`config.mk`:
```
export PLATFORM = sky130hd
export DESIGN_NAME = circle_rasterizer_core
export DESIGN_NICKNAME = d
export VERILOG_FILES = /design/src/rtl/core/crast_pkg.sv /design/src/rtl/core/crast_front.sv /design/src/rtl/core/crast_jobq.sv /design/src/rtl/core/crast_back.sv /design/src/rtl/core/circle_rasterizer_core.sv
export SDC_FILE = /design/constraint.sdc
export NUM_CORES = 1
export LEC_CHECK = 0
export CORE_MARGIN = 1.5
export CORE_UTILIZATION = 30
export DETAILED_ROUTE_END_ITERATION = 12
export DONT_BUFFER_PORTS = 1
export PLACE_DENSITY = 0.41
export RECOVER_POWER = 50
export SETUP_SLACK_MARGIN = 0.5
export SLEW_MARGIN = 40
export SYNTH_ARGS = -nofsm -noshare
export SYNTH_HDL_FRONTEND = slang
export SYNTH_SLANG_ARGS = --single-unit
```
`constraint.sdc`:
```
create_clock -name clk -period 7.25 [get_ports clk]
set_input_delay 0 -clock clk [delete_from_list [all_inputs] [get_ports clk]]
set_output_delay 0 -clock clk [all_outputs]
set_load 0.02 [all_outputs]
```
`src/rtl/core/crast_pkg.sv`:
```
`timescale 1ns / 1ps
`default_nettype none
// Shared types and constants of the circle rasteriser core.
package crast_pkg;

	localparam int COORD_BITS  = 16;
	localparam int RADIUS_BITS = 14;
	localparam int OUT_BITS    = COORD_BITS + 1;
	localparam int DEC_BITS    = RADIUS_BITS + 3;
	localparam int QDEPTH      = 2;
	localparam int QAW         = (QDEPTH > 1) ? $clog2(QDEPTH) : 1;
	localparam int QCW         = $clog2(QDEPTH + 1);
	localparam int IDX_BITS    = 3;

	localparam logic signed [DEC_BITS-1:0] DEC_ONE = DEC_BITS'(1);

	localparam logic OP_START = 1'b0;
	localparam logic OP_STEP  = 1'b1;

	localparam logic [IDX_BITS-1:0] LAST_IDLE    = IDX_BITS'(0);
	localparam logic [IDX_BITS-1:0] LAST_FILL    = IDX_BITS'(3);
	localparam logic [IDX_BITS-1:0] LAST_OUTLINE = IDX_BITS'(7);

	// one step's worth of work handed from front to back
	typedef struct packed {
		logic signed [COORD_BITS-1:0] x;
		logic signed [COORD_BITS-1:0] y;
		logic [RADIUS_BITS-1:0]       c;
		logic [RADIUS_BITS-1:0]       r;
		logic                         filled;
		logic                         done;
		logic                         idle;
	} job_t;

endpackage
`default_nettype wire

```
`src/rtl/core/crast_front.sv`:
```
`timescale 1ns / 1ps
`default_nettype none
// Front end: takes words, holds circle state, runs the decision update, issues jobs.
module crast_front (
	input  wire logic                                    clk,
	input  wire logic                                    arst_n,
	input  wire logic                                    push,
	output logic                                         full,
	input  wire logic                                    opcode,
	input  wire logic signed [crast_pkg::COORD_BITS-1:0] center_x,
	input  wire logic signed [crast_pkg::COORD_BITS-1:0] center_y,
	input  wire logic [crast_pkg::RADIUS_BITS-1:0]       radius,
	input  wire logic                                    fill_mode,
	output logic                                         job_push,
	output crast_pkg::job_t                              job,
	input  wire logic                                    job_full
);

	logic signed [crast_pkg::COORD_BITS-1:0] cx_q, cy_q;
	logic [crast_pkg::RADIUS_BITS-1:0]       rad_q, c_q, r_q;
	logic signed [crast_pkg::DEC_BITS-1:0]   dec_q, dec_n;
	logic signed [crast_pkg::DEC_BITS-1:0]   c_e, r_e, rad_e, nc, nr;
	logic                                    filled_q, active_q;
	logic                                    take, step, done;

	assign full = job_full;
	assign take = push && !job_full;
	assign step = take && (opcode == crast_pkg::OP_STEP) && active_q;

	assign c_e   = signed'(crast_pkg::DEC_BITS'(c_q));
	assign r_e   = signed'(crast_pkg::DEC_BITS'(r_q));
	assign rad_e = signed'(crast_pkg::DEC_BITS'(rad_q));

	always_comb begin
		if (dec_q >= (c_e <<< 1)) begin
			dec_n = dec_q - (c_e <<< 1) - crast_pkg::DEC_ONE;
			nc    = c_e + crast_pkg::DEC_ONE;
			nr    = r_e;
		end else if (dec_q < ((rad_e - r_e) <<< 1)) begin
			dec_n = dec_q + (r_e <<< 1) - crast_pkg::DEC_ONE;
			nc    = c_e;
			nr    = r_e - crast_pkg::DEC_ONE;
		end else begin
			dec_n = dec_q + ((r_e - c_e - crast_pkg::DEC_ONE) <<< 1);
			nc    = c_e + crast_pkg::DEC_ONE;
			nr    = r_e - crast_pkg::DEC_ONE;
		end
	end

	assign done = nr < nc;

	always_comb begin
		job.x      = cx_q;
		job.y      = cy_q;
		job.c      = c_q;
		job.r      = r_q;
		job.filled = filled_q;
		job.done   = done;
		job.idle   = !active_q;
	end

	assign job_push = take && (opcode == crast_pkg::OP_STEP);

	always_ff @(posedge clk or negedge arst_n) begin
		if (!arst_n) begin
			cx_q     <= '0;
			cy_q     <= '0;
			rad_q    <= '0;
			c_q      <= '0;
			r_q      <= '0;
			dec_q    <= '0;
			filled_q <= 1'b0;
			active_q <= 1'b0;
		end else if (take && (opcode == crast_pkg::OP_START)) begin
			cx_q     <= center_x;
			cy_q     <= center_y;
			rad_q    <= radius;
			c_q      <= '0;
			r_q      <= radius;
			dec_q    <= signed'(crast_pkg::DEC_BITS'(radius)) - crast_pkg::DEC_ONE;
			filled_q <= fill_mode;
			active_q <= 1'b1;
		end else if (step) begin
			c_q   <= nc[crast_pkg::RADIUS_BITS-1:0];
			r_q   <= nr[crast_pkg::RADIUS_BITS-1:0];
			dec_q <= dec_n;
			if (done) begin
				active_q <= 1'b0;
			end
		end
	end

endmodule
`default_nettype wire

```
`src/rtl/core/crast_jobq.sv`:
```
`timescale 1ns / 1ps
`default_nettype none
// Short job queue between front and back end.
module crast_jobq (
	input  wire logic            clk,
	input  wire logic            arst_n,
	input  wire logic            wr_en,
	input  wire crast_pkg::job_t wr_job,
	output logic                 q_full,
	input  wire logic            rd_en,
	output crast_pkg::job_t      rd_job,
	output logic                 q_valid
);

	crast_pkg::job_t                mem_q [crast_pkg::QDEPTH];
	logic [crast_pkg::QAW-1:0]      wp_q, rp_q;
	logic [crast_pkg::QCW-1:0]      cnt_q;
	logic                           do_wr, do_rd;

	assign q_full  = cnt_q == crast_pkg::QCW'(crast_pkg::QDEPTH);
	assign q_valid = cnt_q != '0;
	assign do_wr   = wr_en && !q_full;
	assign do_rd   = rd_en && q_valid;
	assign rd_job  = mem_q[rp_q];

	always_ff @(posedge clk) begin
		if (do_wr) begin
			mem_q[wp_q] <= wr_job;
		end
	end

	always_ff @(posedge clk or negedge arst_n) begin
		if (!arst_n) begin
			wp_q  <= '0;
			rp_q  <= '0;
			cnt_q <= '0;
		end else begin
			if (do_wr) begin
				wp_q <= (wp_q == crast_pkg::QAW'(crast_pkg::QDEPTH - 1)) ? '0 : wp_q + 1'b1;
			end
			if (do_rd) begin
				rp_q <= (rp_q == crast_pkg::QAW'(crast_pkg::QDEPTH - 1)) ? '0 : rp_q + 1'b1;
			end
			if (do_wr && !do_rd) begin
				cnt_q <= cnt_q + 1'b1;
			end else if (do_rd && !do_wr) begin
				cnt_q <= cnt_q - 1'b1;
			end
		end
	end

endmodule
`default_nettype wire

```
`src/rtl/core/crast_back.sv`:
```
`timescale 1ns / 1ps
`default_nettype none
// Back end: expands each job into points or spans, one result word per cycle while results are popped.
module crast_back (
	input  wire logic                                 clk,
	input  wire logic                                 arst_n,
	input  wire logic                                 job_valid,
	input  wire crast_pkg::job_t                      job,
	output logic                                      job_pop,
	output logic                                      empty,
	input  wire logic                                 pop,
	output logic signed [crast_pkg::OUT_BITS-1:0]     x_left,
	output logic signed [crast_pkg::OUT_BITS-1:0]     x_right,
	output logic signed [crast_pkg::OUT_BITS-1:0]     y_row,
	output logic                                      valid_res,
	output logic                                      last_of_step,
	output logic                                      circle_done
);

	logic [crast_pkg::IDX_BITS-1:0]        idx_q, last_idx;
	logic                                  out_v_q, load, last;
	logic signed [crast_pkg::OUT_BITS-1:0] x_e, y_e, c_e, r_e;
	logic signed [crast_pkg::OUT_BITS-1:0] xpc, xmc, xpr, xmr, ypc, ymc, ypr, ymr;
	logic signed [crast_pkg::OUT_BITS-1:0] xl_n, xr_n, y_n;

	assign x_e = crast_pkg::OUT_BITS'(job.x);
	assign y_e = crast_pkg::OUT_BITS'(job.y);
	assign c_e = signed'(crast_pkg::OUT_BITS'(job.c));
	assign r_e = signed'(crast_pkg::OUT_BITS'(job.r));

	assign xpc = x_e + c_e;
	assign xmc = x_e - c_e;
	assign xpr = x_e + r_e;
	assign xmr = x_e - r_e;
	assign ypc = y_e + c_e;
	assign ymc = y_e - c_e;
	assign ypr = y_e + r_e;
	assign ymr = y_e - r_e;

	assign last_idx = job.idle ? crast_pkg::LAST_IDLE :
	                  job.filled ? crast_pkg::LAST_FILL : crast_pkg::LAST_OUTLINE;
	assign last     = idx_q == last_idx;
	assign load     = job_valid && (!out_v_q || pop);
	assign job_pop  = load && last;
	assign empty    = !out_v_q;

	always_comb begin
		xl_n = '0;
		xr_n = '0;
		y_n  = '0;
		if (job.idle) begin
			xl_n = '0;
		end else if (job.filled) begin
			case (idx_q)
				3'd0: begin xl_n = xmr; xr_n = xpr; y_n = ypc; end
				3'd1: begin xl_n = xmc; xr_n = xpc; y_n = ypr; end
				3'd2: begin xl_n = xmc; xr_n = xpc; y_n = ymr; end
				default: begin xl_n = xmr; xr_n = xpr; y_n = ymc; end
			endcase
		end else begin
			case (idx_q)
				3'd0: begin xl_n = xpc; y_n = ypr; end
				3'd1: begin xl_n = xpr; y_n = ypc; end
				3'd2: begin xl_n = xmc; y_n = ypr; end
				3'd3: begin xl_n = xmr; y_n = ypc; end
				3'd4: begin xl_n = xpc; y_n = ymr; end
				3'd5: begin xl_n = xpr; y_n = ymc; end
				3'd6: begin xl_n = xmc; y_n = ymr; end
				default: begin xl_n = xmr; y_n = ymc; end
			endcase
			xr_n = xl_n;
		end
	end

	always_ff @(posedge clk) begin
		if (load) begin
			x_left       <= xl_n;
			x_right      <= xr_n;
			y_row        <= y_n;
			valid_res    <= !job.idle;
			last_of_step <= last;
			circle_done  <= last && !job.idle && job.done;
		end
	end

	always_ff @(posedge clk or negedge arst_n) begin
		if (!arst_n) begin
			out_v_q <= 1'b0;
			idx_q   <= '0;
		end else begin
			if (load) begin
				out_v_q <= 1'b1;
				idx_q   <= last ? '0 : idx_q + 1'b1;
			end else if (pop) begin
				out_v_q <= 1'b0;
			end
		end
	end

endmodule
`default_nettype wire

```
`src/rtl/core/circle_rasterizer_core.sv`:
```
// Top level of the circle rasteriser: front end, job queue and back end.
// A step word is written into the job queue as a job; the back end registers its results.
// The back end gives one result word per cycle while results are popped; an outline step
// yields 8 words, a fill step 4, an idle step 1; a start word yields nothing.
// The front end takes a word every cycle while the two-entry job queue has room.
// Reset (arst_n low) clears circle state, queue pointers and the output valid flag at once.
`timescale 1ns / 1ps
`default_nettype none
module circle_rasterizer_core (
	input  wire logic                                    clk,
	input  wire logic                                    arst_n,
	input  wire logic                                    push,
	output logic                                         full,
	input  wire logic                                    opcode,
	input  wire logic signed [crast_pkg::COORD_BITS-1:0] center_x,
	input  wire logic signed [crast_pkg::COORD_BITS-1:0] center_y,
	input  wire logic [crast_pkg::RADIUS_BITS-1:0]       radius,
	input  wire logic                                    fill_mode,
	output logic                                         empty,
	input  wire logic                                    pop,
	output logic signed [crast_pkg::OUT_BITS-1:0]        x_left,
	output logic signed [crast_pkg::OUT_BITS-1:0]        x_right,
	output logic signed [crast_pkg::OUT_BITS-1:0]        y_row,
	output logic                                         valid_res,
	output logic                                         last_of_step,
	output logic                                         circle_done
);

	crast_pkg::job_t wr_job, rd_job;
	logic            job_push, job_full, job_valid, job_pop;

	crast_front u_front (
		.clk       (clk),
		.arst_n    (arst_n),
		.push      (push),
		.full      (full),
		.opcode    (opcode),
		.center_x  (center_x),
		.center_y  (center_y),
		.radius    (radius),
		.fill_mode (fill_mode),
		.job_push  (job_push),
		.job       (wr_job),
		.job_full  (job_full)
	);

	crast_jobq u_jobq (
		.clk     (clk),
		.arst_n  (arst_n),
		.wr_en   (job_push),
		.wr_job  (wr_job),
		.q_full  (job_full),
		.rd_en   (job_pop),
		.rd_job  (rd_job),
		.q_valid (job_valid)
	);

	crast_back u_back (
		.clk          (clk),
		.arst_n       (arst_n),
		.job_valid    (job_valid),
		.job          (rd_job),
		.job_pop      (job_pop),
		.empty        (empty),
		.pop          (pop),
		.x_left       (x_left),
		.x_right      (x_right),
		.y_row        (y_row),
		.valid_res    (valid_res),
		.last_of_step (last_of_step),
		.circle_done  (circle_done)
	);

endmodule
`default_nettype wire

```
==> results.md, run 1 <==
- The instance count on the critical path is 28.
- At the end of the flow the core is filled with cells to 34.08%.
- The source of the worst register-to-register timing path is u_front.r_q[0]$_DFFE_PN0P_.
- The routed via count divided by cell count is approximately 5.3.
- Data arrives at the worst endpoint at between 6000 and 7000 ps.
- The minimum setup slack in the final design is 841.7 ps.
- The library cell used most frequently in the layout, excluding fill and tap cells, is sky130_fd_sc_hd__nand2_1.
- The synthesized area per cell is 8.866 um2.
- The setup slack of the worst register-to-register path is 840 ps.
- The worst hold path depth is 6.
- The number of fill cells in the layout is ~8000.
- The routed layout has 19850 vias.
- The area of the die is 0.07959 mm2.
- For the final database, setup skew stands at 31.51 ps.
- The last weighted congestion value of the routability-driven placer is 0.9175.
- The overflow left after global routing is 0.
- Setup repair after global routing left no endpoint under its margin.
- The top cell types in the final layout, fill and taps aside, are sky130_fd_sc_hd__nand2_1 (298), sky130_fd_sc_hd__ha_1 (241), sky130_fd_sc_hd__nor2_1 (195).
- Derived from the worst setup path, the maximum achievable clock frequency is 156.0 MHz.
- The critical path class is flip-flop to flip-flop.
- The horizontal die dimension is 282.1 um.
- The starting DRC count in detailed routing is 1467.
- The deepest clock path buffer count is 3.
- After the last flow step, the layout net total stands at between 2000 and 3000.
- The cell area reported after detailed placement is 0.02460 mm2.
- The number of max-cap violations is 1.
- The family with the most delay on the worst path is compound AO/OA/AOI/OAI gates.
- For this run, the leading register cell type out of synthesis is sky130_fd_sc_hd__edfxtp_1.
- Once the floorplan was initialized, standard cells occupied 30.22% of the core.
- The post-synthesis cell type with the largest combined area is sky130_fd_sc_hd__edfxtp_1.
- The actual slew at the worst max-slew pin is 2932 ps.
- The register clock-pin slew on the reported worst setup and hold paths is 70 ps.
- In this run the tightest slew margin relative to its limit is -95.46%.
- The worst setup path is launched from a flip-flop.
- The placed wire-length estimate after detailed placement is 67220 um.
- After routing the design area is 0.02636 mm2.
- Entering global routing, the biggest net connects between 100 and 150 pins.
- The critical path buffer and inverter count is 3.
- The number of global-route vias before repair is 19860.
- The count of flip-flops with a built-in enable after synthesis is 179.
- For this run, the slowest stage of the critical path takes between 600 and 700 ps.
- The final reports fail on max-capacitance violations, max-slew violations.
- The total of buffers placed on input and output ports is 0.
- The clock latency at the later pin of the worst-skew pair is 570 ps.
- After synthesis the netlist holds a flip-flop and latch count of 280.
- Yosys attributes the largest share of cell area to sky130_fd_sc_hd__edfxtp_1 (23%), sky130_fd_sc_hd__ha_1 (13%), sky130_fd_sc_hd__dfrtp_1 (11%).
- The number of rows created at floorplan is 102.
- The worst min-delay path class is input port to flip-flop.
- Of all nets on the critical path, the largest fanout is 8.
- For this design the top-level I/O count stands at 108.
- The slowest cell on the critical path is sky130_fd_sc_hd__or4b_2.
- The source of the worst hold timing path is radius[5].
- STA classifies the critical path endpoint as a flip-flop.
- The flow ran to the end, but the final reports show violations.
- Yosys printed 0 warnings.
- In this run the cell area of the synthesized design comes to 0.02337 mm2.
- The endpoint of the worst-slack reg-to-reg timing path is u_jobq.mem_q[0][1]$_DFFE_PP_.
- The average wire per standard cell is 23.16 um.
- The depth of the worst register-to-register path is 28.
- Compared with the post-synthesis result, the final layout area differs by 12.79%.
- The number of max-slew violations in the final report is 58.
- STA puts the critical path data required time at roughly 7500 ps.
- The final wirelength is 86250 um.
- The count of final hold-check violations is 0.
- For this run, the total global-route usage over all layers was measured as 21.57%.
- The number of antenna violations at the first check in global routing is 2.
- The TritonCTS clock tree is done.
- For hold timing, the worst endpoint is u_front.dec_q[9]$_DFFE_PN0P_.
- In this run, CTS created clock tree buffers numbering 35.
- The minimum clock period is 6408 ps.
- Synthesis produced a netlist with a net count of ~2900.
- The H-tree was split into 2 levels.
- The remaining number of nets flagged by the antenna check after routing is 0.
- The first-pass GRT wire length is around 130000 um.
- The worst setup slack before clock tree synthesis is a little under 600 ps.
- Setup violations remaining at the end of the flow were counted as 0.
- For this run, the register share of the synthesized area comes to 33.81%.
- The remaining design rule violation count is 0.
- After layout, the worst path uses 88.39% of the clock period.
- The number of different library cells in the post-synthesis netlist is 83.
- The first detailed-routing pass took 5 iterations.
- Clock tree synthesis found a total of 280 sinks.
- The core footprint is 0.07734 mm2.
- The die extent in y is approximately 280 um.
- The async set-or-reset flop fraction in the synthesized netlist is a little over a third.
- The sum of negative setup slack is 0 ps.
- The fraction of final layout cells with drive strength greater than 1 is approximately 7%.
- CTS placed an instance of sky130_fd_sc_hd__clkbuf_16 at the clock tree root.
- The share of synthesized area in the top cell type comes to 23.00%.
- In the synthesized netlist, the number of instances is 2636.
## cell type report
class,count,area [um2],area share (%)
Inverter,191,716.9,2.720
Tap cell,1040,1301,4.936
Multi-Input combinational cell,2060,14480,54.94
Clock inverter,19,202.7,0.7689
Clock buffer,44,940.9,3.569
Sequential cell,280,7906,29.99
Antenna cell,1,2.502,0.009493
Timing Repair Buffer,89,808.3,3.066
## per-layer routing
layer | wire (um) | share of wire [%] | GRT usage [%] | vias up
met2 | 42040 | 49 | 38.07 | 462
met3 | 2587 | 3.0 | 2.081 | 118
met1 | 38800 | 45 | 27.53 | 9716
li1 | - | - | - | 9556
met5 | 12 | 0.014 | 0 | -
met4 | 2813 | 3.3 | 6.920 | 2
## cell families (layout without fill, tap and decap cells)
logic type / Yosys count / count (layout) / share of synthesized area, %
buffers and inverters: 296 / 343 / 4.840
AOI/OAI and AO/OA: 713 / 713 / 19.63
and+or+nand+nor: 783 / 783 / 15.33
muxes: 102 / 102 / 4.556
other: 0 / 1 / 0
xor gates and xnor gates: 207 / 207 / 7.757
DFF: 280 / 280 / 33.81
adders and majority gates: 255 / 255 / 14.07
## through the flow
stage          std cells  hold WS (ps)
2_1_floorplan       2636        -295.6
3_3_place_gp        3604        -285.5
3_5_place_dp        3604        -281.5
4_1_cts             3720         30.95
5_1_grt             3724         77.16
6_report            3724         45.71
## worst reg2reg max path, delay by kind of cell, from the launching register on
kind | cells | cell delay (ps)
AOI/OAI and AO/OA | 17 | 2720
adders and majority gates | 4 | 1280
and+or+nand+nor | 3 | 1060
DFF | 1 | 500
buffers and inverters | 3 | 460
xor gates and xnor gates | 1 | 130
## flip-flops by register name, indices dropped and copies added, names as in the netlist, 2 cells and up
name,flops
u_back.idx_q,3
u_back.x_left,16
u_back.x_right,17
u_back.y_row,17
u_front.c_q,14
u_front.cx_q,16
u_front.cy_q,16
u_front.dec_q,17
u_front.r_q,14
u_front.rad_q,14
u_jobq.cnt_q,2
u_jobq.mem_q,126
## how the worst max path moves through the flow
stage / to / slack, ps / start
finish: u_jobq.mem_q[0][1]$_DFFE_PP_ / 840 / u_front.r_q[0]$_DFFE_PN0P_
global route: u_jobq.mem_q[0][1]$_DFFE_PP_ / 420 / u_front.r_q[0]$_DFFE_PN0P_
CTS: u_jobq.mem_q[0][1]$_DFFE_PP_ / 550 / u_front.r_q[0]$_DFFE_PN0P_
detailed placement: u_jobq.mem_q[0][1]$_DFFE_PP_ / 600 / u_front.r_q[0]$_DFFE_PN0P_
global placement: u_jobq.mem_q[0][1]$_DFFE_PP_ / 650 / u_front.r_q[0]$_DFFE_PN0P_
floorplan: u_jobq.mem_q[0][1]$_DFFE_PP_ / 880 / u_front.r_q[0]$_DFFE_PN0P_
## Yosys cell counts, types with 8 or more instances
| library cell | n |
|---|---|
| sky130_fd_sc_hd__a21boi_0 | 8 |
| sky130_fd_sc_hd__nand4_1 | 21 |
| sky130_fd_sc_hd__and3_1 | 20 |
| sky130_fd_sc_hd__nor2_1 | 200 |
| sky130_fd_sc_hd__buf_1 | 12 |
| sky130_fd_sc_hd__a222oi_1 | 9 |
| sky130_fd_sc_hd__inv_1 | 189 |
| sky130_fd_sc_hd__or2_2 | 15 |
| sky130_fd_sc_hd__nand2_1 | 300 |
| sky130_fd_sc_hd__a31oi_1 | 28 |
| sky130_fd_sc_hd__o211ai_1 | 17 |
| sky130_fd_sc_hd__o22ai_1 | 42 |
| sky130_fd_sc_hd__o41ai_1 | 11 |
| sky130_fd_sc_hd__xor2_1 | 49 |
| sky130_fd_sc_hd__a221oi_1 | 23 |
| sky130_fd_sc_hd__dfrtp_1 | 101 |
| sky130_fd_sc_hd__mux2i_1 | 67 |
| sky130_fd_sc_hd__fa_1 | 13 |
| sky130_fd_sc_hd__nor2b_1 | 31 |
| sky130_fd_sc_hd__o21ai_0 | 163 |
| sky130_fd_sc_hd__a211oi_1 | 20 |
| sky130_fd_sc_hd__mux2_2 | 35 |
| sky130_fd_sc_hd__a21o_1 | 42 |
| sky130_fd_sc_hd__nor3_1 | 64 |
| sky130_fd_sc_hd__or4_1 | 8 |
| sky130_fd_sc_hd__a21oi_1 | 194 |
| sky130_fd_sc_hd__o21bai_1 | 20 |
| sky130_fd_sc_hd__clkbuf_1 | 86 |
| sky130_fd_sc_hd__edfxtp_1 | 179 |
| sky130_fd_sc_hd__nand2b_1 | 41 |
| sky130_fd_sc_hd__xnor2_1 | 158 |
| sky130_fd_sc_hd__or3_1 | 18 |
| sky130_fd_sc_hd__o21a_1 | 28 |
| sky130_fd_sc_hd__ha_1 | 242 |
| sky130_fd_sc_hd__o221ai_1 | 13 |
| sky130_fd_sc_hd__o31ai_1 | 15 |
| sky130_fd_sc_hd__nand3_1 | 33 |
## timing repair
action                                  in CTS  in global routing
resized for setup                            0                  8
endpoints found under the hold margin      210                  2
hold buffers                                53                  1
endpoints found under the setup margin       0                  3
buffers inserted                             0                  2
Power of run 1 is not shown: default switching activity piles up to over one toggle a cycle in this logic, so the estimate is an artifact.
==> run 2, diff against run 1 <==
Settings changed: CORE_UTILIZATION 30 to 65, PLACE_DENSITY 0.41 to 0.78.
==> results.md, run 2 (same netlist as run 1, synthesis figures left out) <==
- The run finished, with violations left.
- The final reports fail on max-capacitance violations, max-slew violations.
- The minimum clock period is 6364 ps (-44.67 ps).
- The total of buffers placed on input and output ports is 0 (unchanged).
- The deepest clock path buffer count is 3 (unchanged).
- The met2 usage is 66.38% (+28 points).
- The overflow left after global routing was 0 (unchanged).
- The average wire per standard cell is 24.56 um (+6.1%).
- The worst register-to-register path begins at u_front.r_q[1]$_DFFE_PN0P_.
- The final-stage net count is 2947 (-0.57%).
- The remaining design rule violation count is 0 (unchanged).
- The number of antenna violations at the first check in global routing was 1 (-1).
- The worst min-delay path class is input port to async pin.
- Leaving out fill and tap cells, the most frequent cells in the layout are sky130_fd_sc_hd__nand2_1 (297), sky130_fd_sc_hd__ha_1 (242), sky130_fd_sc_hd__a21oi_1 (193).
- The minimum setup slack in the final design is 886.4 ps (+44.67 ps).
- The number of rows created at floorplan came to 69 (-32%).
- The slowest cell on the critical path is sky130_fd_sc_hd__or4b_2.
- The final wirelength is 76840 um (-11%).
- The overall via count from detail_route is 21060 (+6.1%).
- The sum of negative setup slack was 0 ps (unchanged).
- The TritonCTS clock tree is done.
- The actual slew at the worst max-slew pin is 2893 ps (-39.02 ps).
- The critical path required time is 7550 ps (about the same).
- The final clock period utilization by the worst path came to 87.77% (-0.62 points).
- Setup repair after global routing left no endpoint under its margin.
- The global routing usage summed across all routing layers was 41.59% (+20 points).
- The length of the first detailed-routing pass in iterations was 8 (+3).
- The clock tree skew after final layout is 24.50 ps (-7.014 ps).
- The placed wire-length estimate after detailed placement is 56340 um (-16%).
- The number of max-slew violations in the final report came to 58 (unchanged).
- The maximum achievable frequency is 157.1 MHz (+0.70%).
- The clock latency at the later pin of the worst-skew pair was 580 ps (about the same).
- The routed via count divided by cell count was 6.734 (+26%).
- The first-pass GRT wire length is 115900 um (-9.2%).
- The count of final hold-check violations is 0 (unchanged).
- The last weighted congestion value of the routability-driven placer is 1.070 (+17%).
- The global routing stage identified its most utilized layer as met2.
- Clock tree synthesis selected as its root buffer the cell sky130_fd_sc_hd__clkbuf_16.
- The fraction of final layout cells with drive strength greater than 1 is 6.564% (-0.59 points).
- The final setup violation count is 0 (unchanged).
- The type of origin of the critical path is a flip-flop.
- The global-route track usage on met3 is 5.910% (+3.8 points).
- The worst setup path is captured at a flip-flop.
- The remaining number of nets flagged by the antenna check after routing came to 0 (unchanged).
- The number of max-cap violations was 1 (unchanged).
- The horizontal die dimension is 192.6 um (-32%).
- The highest fanout seen on the critical path is 9 (+1).
- The number of fill cells in the layout is 2692 (-67%).
- The utilization after layout is 72.07% (+38 points).
- The starting DRC count in detailed routing is 2225 (+52%).
- The worst setup path is of the flip-flop to flip-flop kind.
- The worst setup slack before clock tree synthesis came to 697.3 ps (+101.8 ps).
- The core footprint is 0.03548 mm2 (-54%).
- The highest cell delay on the worst timing path is 640 ps (about the same).
- The signal arrival time at the worst endpoint is 6670 ps (-30 ps).
- The number of CTS-inserted buffers is 34 (-2.9%).
- Compared with the post-synthesis result, the final layout area differs by 9.412%.
- The number of global-route vias before repair is 19950 (+0.45%).
- The critical path starts at u_front.r_q[1]$_DFFE_PN0P_.
- The max-slew headroom at the worst pin is -92.86% (+2.6 points).
- The number of sinks on the clock net is 280 (unchanged).
- The register clock-pin slew on the reported worst setup and hold paths is 70 ps (about the same).
- The library cell used most frequently in the layout, excluding fill and tap cells, is sky130_fd_sc_hd__nand2_1.
- The effective utilization at floorplan is 65.87% (+36 points).
- The number of H-tree branching levels came to 2 (unchanged).
- The number of top-level pins is 108 (unchanged).
- The global-route met1 utilization is 50.44% (+23 points).
- The maximum number of pins on one net before global-route repair is 102 (unchanged).
- The number of flip-flops under the largest register name came to 126 (unchanged).
- The die extent in y is 192.6 um (-32%).
- The area of the die was 0.03710 mm2 (-53%).
- More flip-flops sit in one register than any other, and that register is u_jobq.mem_q.
## run 2: cell types whose count changed in the layout (fill, tap and decap cells not counted), sizes merged
cell and change:
buf -16, clkinv -5, inv +2, clkbuf +1, dlygate4sd3 -1, bufinv +2
## run 2: routing by layer
layer | share of wire, % | wire length (um)
met5 | 0 | 0
met4 | 9.0 | 6897
met3 | 8.3 | 6404
met2 | 46 | 35050
met1 | 37 | 28490
## run 2: worst max-delay path: cells and delay by family, from the launching register on
kind,cells,cell delay (ps)
flip-flops,1,470
buffers and inverters,4,750
XOR/XNOR,1,120
AO/OA/AOI/OAI,17,2600
adder cells (fa/ha/maj),3,1110
AND/OR/NAND/NOR,3,1070
## run 2: worst paths after layout
path                                                      end  slack (ps)  depth (start not counted)
worst min register to register  u_jobq.mem_q[1][51]$_DFFE_PP_         470                          0
worst max register to register   u_jobq.mem_q[1][1]$_DFFE_PP_         890                         28
worst max-delay path             u_jobq.mem_q[1][1]$_DFFE_PP_         890                         28
max in group asynchronous             u_jobq.rp_q$_DFFE_PN0P_        6660                          2
worst min-delay path             u_front.dec_q[6]$_DFFE_PN0P_           9                          2
min in group clk                 u_front.dec_q[4]$_DFFE_PN0P_          30                          5
## run 2: repair_timing
item / 4_1_cts / 5_1_grt
setup endpoints to repair: 0 / 3
buffers inserted: 0 / 2
hold buffers: 52 / 0
gates resized for setup: 0 / 9
endpoints found under the hold margin: 185 / 0
## run 2: final cells by class
cell class / count / area [um2] / area share [%]
multi-input combinational: 2060 / 14480 / 56.62
sequential: 280 / 7906 / 30.92
clock buffer: 44 / 929.6 / 3.636
inverter: 191 / 716.9 / 2.804
timing repair buffer: 73 / 704.4 / 2.755
tap: 461 / 576.8 / 2.256
clock inverter: 18 / 256.5 / 1.003
antenna: 1 / 2.502 / 0.009786
## run 2: metrics by stage
| step | hold slack (ps) | instances | instance area [um2] |
|---|---|---|---|
| floorplan | -295.6 | 2636 | 23370 |
| global route | 59.03 | 3128 | 25570 |
| finish | 9.069 | 3128 | 25570 |
| detailed placement | -294.1 | 3011 | 23780 |
| global placement | -293.7 | 3011 | 23720 |
| CTS | 0.5050 | 3125 | 25510 |
Power of run 2 is left out for the same reason.
